### src/qdec_pkg.sv
// ----------------------------------------------------------------------------
// qdec_pkg
// shared widths, constants, register indexes and types of the dual
// quadrature edge counter
// ----------------------------------------------------------------------------
package qdec_pkg;

  localparam int ACC_W      = 32;
  localparam int CNT_W      = 32;
  localparam int DELTA_W    = 16;
  localparam int SIGN_W     = 2;
  localparam int CFG_IDX_W  = 2;
  localparam int CFG_DATA_W = SIGN_W;

  localparam logic [CFG_IDX_W-1:0] REG_LEFT_SIGN  = 2'd0;
  localparam logic [CFG_IDX_W-1:0] REG_RIGHT_SIGN = 2'd1;
  localparam logic [CFG_IDX_W-1:0] REG_RISE_ONLY  = 2'd2;

  localparam logic signed [ACC_W-1:0] ACC_MAX   = 32'sh7FFF_FFFF;
  localparam logic signed [ACC_W-1:0] ACC_MIN   = 32'sh8000_0000;
  localparam logic signed [ACC_W-1:0] DELTA_MAX = 32'sd32767;
  localparam logic signed [ACC_W-1:0] DELTA_MIN = -32'sd32768;

  typedef struct packed {
    logic evt;
    logic a;
    logic b;
    logic take;
    logic restart;
  } side_ctrl_t;

endpackage

### src/qdec_side.sv
// ----------------------------------------------------------------------------
// qdec_side
// x1 (rise_only set) or x2 (rise_only clear) decoder of one encoder: saturating accumulator, event and ignored
// counters, next values of the reported fields
// ----------------------------------------------------------------------------
module qdec_side (
  input  logic                                  clk,
  input  logic                                  rst_n,
  input  logic                                  commit,
  input  qdec_pkg::side_ctrl_t                  ctrl,
  input  logic                                  neg,
  input  logic                                  rise_only,
  output logic signed [qdec_pkg::DELTA_W-1:0]   delta,
  output logic        [qdec_pkg::CNT_W-1:0]     events_nxt,
  output logic        [qdec_pkg::CNT_W-1:0]     ignored_nxt
);

  logic signed [qdec_pkg::ACC_W-1:0] acc_r, acc_nxt, acc_upd;
  logic        [qdec_pkg::CNT_W-1:0] events_r, ignored_r;
  logic                              a_prev_r, a_prev_nxt;
  logic                              changed, count_edge, up;

  always_comb begin
    changed    = ctrl.a != a_prev_r;
    count_edge = ctrl.evt && changed && !(rise_only && !ctrl.a);
    up         = (ctrl.a == ctrl.b) ^ neg;

    acc_upd = acc_r;
    if (count_edge) begin
      if (up) begin
        if (acc_r != qdec_pkg::ACC_MAX) acc_upd = acc_r + 32'sd1;
      end else begin
        if (acc_r != qdec_pkg::ACC_MIN) acc_upd = acc_r - 32'sd1;
      end
    end

    events_nxt  = events_r + (qdec_pkg::CNT_W)'(ctrl.evt);
    ignored_nxt = ignored_r + (qdec_pkg::CNT_W)'(ctrl.evt && !changed);
    a_prev_nxt  = ctrl.evt ? ctrl.a : a_prev_r;

    if (ctrl.restart) begin
      acc_upd     = '0;
      events_nxt  = '0;
      ignored_nxt = '0;
      a_prev_nxt  = ctrl.a;
    end

    acc_nxt = (ctrl.take && !ctrl.restart) ? '0 : acc_upd;

    if (acc_upd > qdec_pkg::DELTA_MAX) begin
      delta = qdec_pkg::DELTA_MAX[qdec_pkg::DELTA_W-1:0];
    end else if (acc_upd < qdec_pkg::DELTA_MIN) begin
      delta = qdec_pkg::DELTA_MIN[qdec_pkg::DELTA_W-1:0];
    end else begin
      delta = acc_upd[qdec_pkg::DELTA_W-1:0];
    end
  end

  always_ff @(posedge clk) begin
    if (!rst_n) begin
      acc_r     <= '0;
      events_r  <= '0;
      ignored_r <= '0;
      a_prev_r  <= 1'b0;
    end else if (commit) begin
      acc_r     <= acc_nxt;
      events_r  <= events_nxt;
      ignored_r <= ignored_nxt;
      a_prev_r  <= a_prev_nxt;
    end
  end

endmodule

### src/dual_quadrature_edge_counter_unit.sv
// ----------------------------------------------------------------------------
// dual_quadrature_edge_counter_unit
// pipeline: input transaction -> input register -> result register; throughput:
// one transaction per cycle unless out_stall holds a valid result, which raises
// in_stall
// reset: clears valids, accumulators, counters and stored A levels; signs = +1,
// rise_only = 1
// ----------------------------------------------------------------------------
module dual_quadrature_edge_counter_unit (
  input  logic                                   clk,
  input  logic                                   rst_n,
  input  logic                                   cfg_we,
  input  logic        [qdec_pkg::CFG_IDX_W-1:0]  cfg_index,
  input  logic        [qdec_pkg::CFG_DATA_W-1:0] cfg_data,
  input  logic                                   in_valid,
  output logic                                   in_stall,
  input  logic                                   in_left_edge_event,
  input  logic                                   in_right_edge_event,
  input  logic                                   in_left_a,
  input  logic                                   in_left_b,
  input  logic                                   in_right_a,
  input  logic                                   in_right_b,
  input  logic                                   in_take_left,
  input  logic                                   in_take_right,
  input  logic                                   in_clear_all,
  input  logic                                   in_restart,
  output logic                                   out_valid,
  input  logic                                   out_stall,
  output logic signed [qdec_pkg::DELTA_W-1:0]    out_left_delta,
  output logic signed [qdec_pkg::DELTA_W-1:0]    out_right_delta,
  output logic        [qdec_pkg::CNT_W-1:0]      out_left_events,
  output logic        [qdec_pkg::CNT_W-1:0]      out_left_ignored,
  output logic        [qdec_pkg::CNT_W-1:0]      out_right_events,
  output logic        [qdec_pkg::CNT_W-1:0]      out_right_ignored
);

  logic                 left_neg_r, right_neg_r, rise_only_r;
  logic                 s1_valid_r, out_valid_r, advance;
  qdec_pkg::side_ctrl_t left_ctrl_r, right_ctrl_r;

  logic signed [qdec_pkg::DELTA_W-1:0] left_delta, right_delta;
  logic        [qdec_pkg::CNT_W-1:0]   left_events, left_ignored;
  logic        [qdec_pkg::CNT_W-1:0]   right_events, right_ignored;

  logic signed [qdec_pkg::DELTA_W-1:0] left_delta_r, right_delta_r;
  logic        [qdec_pkg::CNT_W-1:0]   left_events_r, left_ignored_r;
  logic        [qdec_pkg::CNT_W-1:0]   right_events_r, right_ignored_r;

  // config registers, only the sign bit of a sign register matters
  always_ff @(posedge clk) begin
    if (!rst_n) begin
      left_neg_r  <= 1'b0;
      right_neg_r <= 1'b0;
      rise_only_r <= 1'b1;
    end else if (cfg_we) begin
      unique case (cfg_index)
        qdec_pkg::REG_LEFT_SIGN:  left_neg_r  <= cfg_data[qdec_pkg::SIGN_W-1];
        qdec_pkg::REG_RIGHT_SIGN: right_neg_r <= cfg_data[qdec_pkg::SIGN_W-1];
        qdec_pkg::REG_RISE_ONLY:  rise_only_r <= cfg_data[0];
        default: ;
      endcase
    end
  end

  assign advance  = !out_valid_r || !out_stall;
  assign in_stall = s1_valid_r && !advance;

  // input register
  always_ff @(posedge clk) begin
    if (!rst_n) begin
      s1_valid_r <= 1'b0;
    end else if (!in_stall) begin
      s1_valid_r <= in_valid;
    end
  end

  always_ff @(posedge clk) begin
    if (in_valid && !in_stall) begin
      left_ctrl_r  <= '{evt: in_left_edge_event, a: in_left_a, b: in_left_b,
                        take: in_take_left || in_clear_all, restart: in_restart};
      right_ctrl_r <= '{evt: in_right_edge_event, a: in_right_a, b: in_right_b,
                        take: in_take_right || in_clear_all, restart: in_restart};
    end
  end

  qdec_side u_left (
    .clk         (clk),
    .rst_n       (rst_n),
    .commit      (s1_valid_r && advance),
    .ctrl        (left_ctrl_r),
    .neg         (left_neg_r),
    .rise_only   (rise_only_r),
    .delta       (left_delta),
    .events_nxt  (left_events),
    .ignored_nxt (left_ignored)
  );

  qdec_side u_right (
    .clk         (clk),
    .rst_n       (rst_n),
    .commit      (s1_valid_r && advance),
    .ctrl        (right_ctrl_r),
    .neg         (right_neg_r),
    .rise_only   (rise_only_r),
    .delta       (right_delta),
    .events_nxt  (right_events),
    .ignored_nxt (right_ignored)
  );

  // result register
  always_ff @(posedge clk) begin
    if (!rst_n) begin
      out_valid_r <= 1'b0;
    end else if (advance) begin
      out_valid_r <= s1_valid_r;
    end
  end

  always_ff @(posedge clk) begin
    if (s1_valid_r && advance) begin
      left_delta_r    <= left_delta;
      right_delta_r   <= right_delta;
      left_events_r   <= left_events;
      left_ignored_r  <= left_ignored;
      right_events_r  <= right_events;
      right_ignored_r <= right_ignored;
    end
  end

  assign out_valid         = out_valid_r;
  assign out_left_delta    = left_delta_r;
  assign out_right_delta   = right_delta_r;
  assign out_left_events   = left_events_r;
  assign out_left_ignored  = left_ignored_r;
  assign out_right_events  = right_events_r;
  assign out_right_ignored = right_ignored_r;

endmodule
### config.mk
export PLATFORM = sky130hd
export DESIGN_NAME = dual_quadrature_edge_counter_unit
export DESIGN_NICKNAME = d
export VERILOG_FILES = /design/src/qdec_pkg.sv /design/src/qdec_side.sv /design/src/dual_quadrature_edge_counter_unit.sv
export SDC_FILE = /design/constraint.sdc
export NUM_CORES = 1
export LEC_CHECK = 0
export BUFFER_PORTS_ARGS = -buffer_cell sky130_fd_sc_hd__buf_2
export CORE_MARGIN = 2
export CORE_UTILIZATION = 54
export CTS_CLUSTER_SIZE = 28
export DETAILED_ROUTE_END_ITERATION = 7
export MAX_ROUTING_LAYER = met4
export PLACE_DENSITY_LB_ADDON = 0.2
export REMOVE_ABC_BUFFERS = 1
export SYNTH_ARGS = -nofsm -noshare
export SYNTH_HDL_FRONTEND = slang
export SYNTH_SLANG_ARGS = --single-unit
### constraint.sdc
create_clock -name clk -period 6.61 [get_ports clk]
set_input_delay 0.661 -clock clk [delete_from_list [all_inputs] [get_ports clk]]
set_output_delay 0.661 -clock clk [all_outputs]
set_load 0.02 [all_outputs]
[Yosys cells after proc, flatten, opt, wreduce, memory -nomap -nowiden]
Index checks and enable logic that the tools add are counted.
Word-level totals
  flip-flop bits (word level): 368
  word-level logic and storage cells: 109
  bits of input ports: 19
  output and inout bits: 162
Cells by class
  reduce and logical (&&, ||, !) cells: 35
  eq/ne operators: 10
  bitwise gates (word level): 2
  magnitude comparators: 4
  muxes and demuxes: 22
  add/subtract/negate cells: 8
Operators with widths (count)
  32-bit two-way mux: 16
  32-bit by 1-bit adder with 32-bit output: 4
  32-bit inequality test, second input constant: 4
  32-bit by 2-bit adder with 32-bit output, second input constant: 2
  32-bit by 16-bit greater-than comparator with 1-bit output, second input constant: 2
  32-bit by 16-bit < comparator with 1-bit output, second input constant: 2
  32-bit by 2-bit subtractor with 32-bit output, second input constant: 2
  16-bit two-way mux: 2
  1-bit logical AND: 13
  1-bit logical NOT: 11
  2-bit AND reduction: 5
  1-bit two-way mux: 4
  2-bit nonzero test: 2
  1-bit logical OR: 3
  1-bit equality test: 2
  2-bit by 1-bit equality test with 1-bit output, second input constant: 1
  2-bit equality test, second input constant: 1
  2-bit logical NOT: 1
  1-bit inequality test: 2
  1-bit XOR: 2

[Longest topological paths before layout]
  depth after elaboration: 8
  depth in mapped cells: 14
  mapped depth without buffers: 13

[By module]
Synthesis repeated with hierarchy kept, for this count alone.
Unflattened totals
  cells, all modules: 2097
  area, all modules: 19605.1 µm²
By module, submodules not included
  qdec_side at u_right: area each 7149.4 µm², cells each 947, instances 1
  qdec_side at u_left: area each 7139.3 µm², cells each 957, instances 1
  dual_quadrature_edge_counter_unit: area each 5316.3 µm², cells each 193, instances 1

[Worst setup path after synthesis]
Ideal clock, no wire load.
  kind: input to register
  start: input port out_stall
  end: register left_delta_r (netlist bit out_left_delta[0]) (enable)
  path slack: 0.254 ns
  data arrival time: 5.770 ns
  stages on the path: 5
  cells stage by stage: nand2_1 -> nand2_1 -> clkinv_1 -> clkbuf_1 -> clkbuf_1
Between the ends
  longest elaborated chain between the ends: 3
RTL lines
  from (decl): line dual_quadrature_edge_counter_unit.sv:28  | input logic out_stall,
  1-bit logical NOT: line dual_quadrature_edge_counter_unit.sv:65  | assign advance = !out_valid_r || !out_stall;
  1-bit logical OR: line dual_quadrature_edge_counter_unit.sv:65
  1-bit logical AND
  net u_left.commit: line qdec_side.sv:9  | input logic commit,
  to (signal assigned): line dual_quadrature_edge_counter_unit.sv:121  | left_delta_r <= left_delta;
  to (decl): line dual_quadrature_edge_counter_unit.sv:45  | logic signed [qdec_pkg::DELTA_W-1:0] left_delta_r, right_delta_r;
The timed path passes the listed nets, and every way through them passes these cells.
A chain may end at the register's enable or synchronous reset.

[Final worst setup path]
  start: register left_ctrl_r[3] (netlist name)
  end: register left_delta_r (netlist bit out_left_delta[0]) (data pin)
Between the ends
  longest elaborated chain between the ends: 8
RTL lines
  from (decl): line dual_quadrature_edge_counter_unit.sv:39  | qdec_pkg::side_ctrl_t left_ctrl_r, right_ctrl_r;
  from (signal assigned): line dual_quadrature_edge_counter_unit.sv:79  | left_ctrl_r <= '{evt: in_left_edge_event, a: in_left_a, b: in_left_b,
  branches (longest 4 deep; another with 32-bit two-way mux)
  32-bit two-way mux *: line qdec_side.sv:29  | if (count_edge) begin
  32-bit two-way mux *: line qdec_side.sv:41  | if (ctrl.restart) begin
  32-bit by 16-bit < comparator with 1-bit output: line qdec_side.sv:52  | end else if (acc_upd < qdec_pkg::DELTA_MIN) begin
  16-bit two-way mux: line qdec_side.sv:52
Every way passes the cells marked *.

==> out/qor.csv <==
metric;value;unit
outcome;complete, no violations;
dp_cells;2716;
post-route-util;60.65;%
tightest_slew;1.114;ns
die_area;38100;um^2
hold_viol;0;
tns;0;ns
worstReg2RegStart;left_ctrl_r[3];
critPathSlowestCell;o31ai_2;
cts-hold-fix-buffers;0;
r2r_cells;9;
ys.flop_type;dfxtp_1;
worstSetupPathType;reg -> reg;
routed_via_density;6.057;
remaining_drc_errors;0;
cp_data_arrival_time;5.23;ns
rrSetupSlack;1.80;ns
slew_viol_final;0;
power_frac_seq;48.2;%
place.detailed.hpwl;35830;um
layout-drive-gt1-share;12.58;%
io-pin-count;181;
cts_tree;yes;
fin_hold_ws;0.2853;ns
post_cts_resized;0;
rsz0062_at_grt;false;
die_y;195.2;um
combPwrFrac;11.3;%
synth_commonest_cells;356 x nand2_1, 199 x dfxtp_1, 199 x nor2_1, 169 x edfxtp_1, 124 x a21boi_0;
num_rows;70;
p_leak;7.483;nW
maxCapViolCount;0;
nNetsFinal;2323;
hp-class;in -> reg;
start_kind;flop;
synth_edf_count;169;
cts_setup_buffers;0;
fin_crit_sh;72.80;%
core_region_area;36260;um^2
portBuffers;180;
p_total;5.205;mW
routed_wl;53060;um
clock.fmax;0.2078;GHz
timing.rr.end;out_left_delta[0];
cts_htree_levels;2;
num_vias;16892;
power.density;236.7;nW/um^2
synth_area_leaders;edfxtp_1 26%, dfxtp_1 20%, nand2_1 6.8%, a21boi_0 4.7%, xor2_1 4.0%;
antenna_found_initial;0;
diodes;0;
path_max_fanout;16;
synth_most_common_cell;nand2_1;
wl_per_cell;19.03;um
timing.final.crit_period;4.812;ns
clock_latency;0.56;ns
firstDrtPassIters;5;
ant_nets;0;
place.gp.congestion;0.9633;
cp.depth;9;
grt_max_degree;122;
ys_warn_count;0;
initial_utilization;54.44;%
synth_area_per_cell;8.964;um^2
cts-buffers-inserted;40;
die_w;195.2;um
slowest_delay;0.90;ns
p_sw_share;25.77;%
crit_path_start;left_ctrl_r[3];
cp_top_family;compound AO/OA/AOI/OAI gates;
p_sw;1.342;mW
fillerInstances;3153;
yosysTopAreaCellShare;25.71;%
setup_viol;0;
grt_pass1_vias;15723;
clock_skew;0.01316;ns
path_buf_inv;0;
crit_end;out_left_delta[0];
intPower;3.864;mW
crit_required;7.03;ns
drt-initial-drc-count;1359;
synth.largest_area_cell;edfxtp_1;
maxSlewHeadroom;25.26;%
grt_pass1_wl;84930;um
syn_area;19740;um^2
vdd_drop_max;0.1994;mV
crit_chain;xnor3_1 -> o211ai_1 -> a2111oi_0 -> a32oi_1 -> xor2_1 -> nor4_1 -> nand4_1 -> o31ai_2 -> a31o_1;
synth_cell_types;83;
syn_inst;2202;
path_clk_slew;0.06;ns
overflow;0;
synth-seq-area-share;45.89;%
clk_path_buf_depth;3;
grtUsageTotal;28.37;%
cts_sinks;368;
cts_root_buf;clkbuf_16;
clkPwrFrac;40.5;%
crit_path_end_kind;flop;
syn2layout_area_growth;11.41;%
synth-async-reset-ratio;0;%
stdcell_count;2789;
ys_seq_elements;368;
[cell type report]
cell class | instances | area, um^2 | area share, %
clock buffers | 51 | 1052 | 4.785
clock inverters | 22 | 166.4 | 0.7567
inverters | 17 | 71.32 | 0.3243
multi-input cells | 1668 | 10040 | 45.66
flip-flops and latches | 368 | 9059 | 41.19
well taps | 468 | 585.6 | 2.663
repair buffers | 195 | 1016 | 4.620
[per-stage QoR]
step / setup WS [ns] / area [um^2]
2_1_floorplan: -5.463 / 19150
3_3_place_gp: 1.987 / 20770
3_5_place_dp: 1.897 / 20770
4_1_cts: 1.834 / 21990
5_1_grt: 1.358 / 21990
6_report: 1.798 / 21990
[registers in the layout, summed over array words and instances, names as in the netlist, 4 cells and up]
| name | cells |
|---|---|
| left_ctrl_r | 4 |
| out_left_delta | 16 |
| out_left_events | 32 |
| out_left_ignored | 32 |
| out_right_delta | 16 |
| out_right_events | 32 |
| out_right_ignored | 32 |
| right_ctrl_r | 5 |
| u_left.acc_r | 32 |
| u_left.events_r | 32 |
| u_left.ignored_r | 32 |
| u_right.acc_r | 32 |
| u_right.events_r | 32 |
| u_right.ignored_r | 32 |
[cell families after synthesis]
group | after synthesis | share of synthesized area (%)
simple gates | 1074 | 27.22
compound gates | 400 | 14.28
flops | 368 | 45.89
buf+inv | 166 | 3.296
xor+xnor | 161 | 7.435
mux | 19 | 0.9825
fa+ha+maj | 14 | 0.8874
[metal layers]
| layer | track usage, % | wire [um] |
|---|---|---|
| met5 | - | 0 |
| met4 | 8.482 | 1273 |
| met3 | 3.454 | 3327 |
| met2 | 43.56 | 24130 |
| met1 | 39.53 | 24330 |
[power by group through the flow]
stage	combinational [mW]	sequential (mW)	clock, mW
floorplan	0.291	2.64	0
global placement	0.578	2.55	0
detailed placement	0.586	2.56	0
CTS	0.588	2.51	2.16
global route	0.637	2.51	2.23
finish	0.591	2.51	2.11
[layout by cell type (no fill, tap or decap), types with 7 or more instances in the layout]
cell / synthesis / layout
o31ai_2: 7 / 7
edfxtp_1: 169 / 169
and3_1: 46 / 46
nor4_1: 33 / 33
o21ai_0: 61 / 61
dfxtp_1: 199 / 199
inv_1: 16 / 16
nor4b_1: 7 / 7
nor2b_1: 79 / 79
a31oi_1: 14 / 14
and2_1: 30 / 30
clkbuf_16: 0 / 40
xnor2_1: 66 / 66
xor2_1: 91 / 91
o21a_1: 8 / 8
ha_1: 14 / 14
a32oi_1: 7 / 7
a211oi_1: 12 / 12
nor2_1: 199 / 199
a21boi_0: 124 / 124
nand4_1: 51 / 51
a21o_1: 19 / 19
mux2i_1: 16 / 16
a22oi_1: 37 / 37
nand2_1: 356 / 355
a21oi_1: 48 / 47
nor3b_1: 11 / 11
clkinv_2: 0 / 11
or3_1: 40 / 40
or4_1: 15 / 15
and4_1: 18 / 18
buf_2: 16 / 179
clkinv_1: 1 / 7
nor3_1: 63 / 63
or2_2: 8 / 8
nand3_1: 81 / 81
buf_4: 2 / 16
clkbuf_1: 116 / 10
[worst min-delay path by stage]
stage,cells after the start,startpoint,to
global placement,2,u_left.ignored_r[0],u_left.ignored_r[0]
CTS,1,in_right_edge_event,right_ctrl_r[4]
finish,1,in_right_edge_event,right_ctrl_r[4]
floorplan,2,u_left.events_r[0],u_left.events_r[0]
global route,1,in_left_edge_event,left_ctrl_r[4]
detailed placement,2,u_right.events_r[0],u_right.events_r[0]
Note: power is estimated with default switching activity, not from simulation.
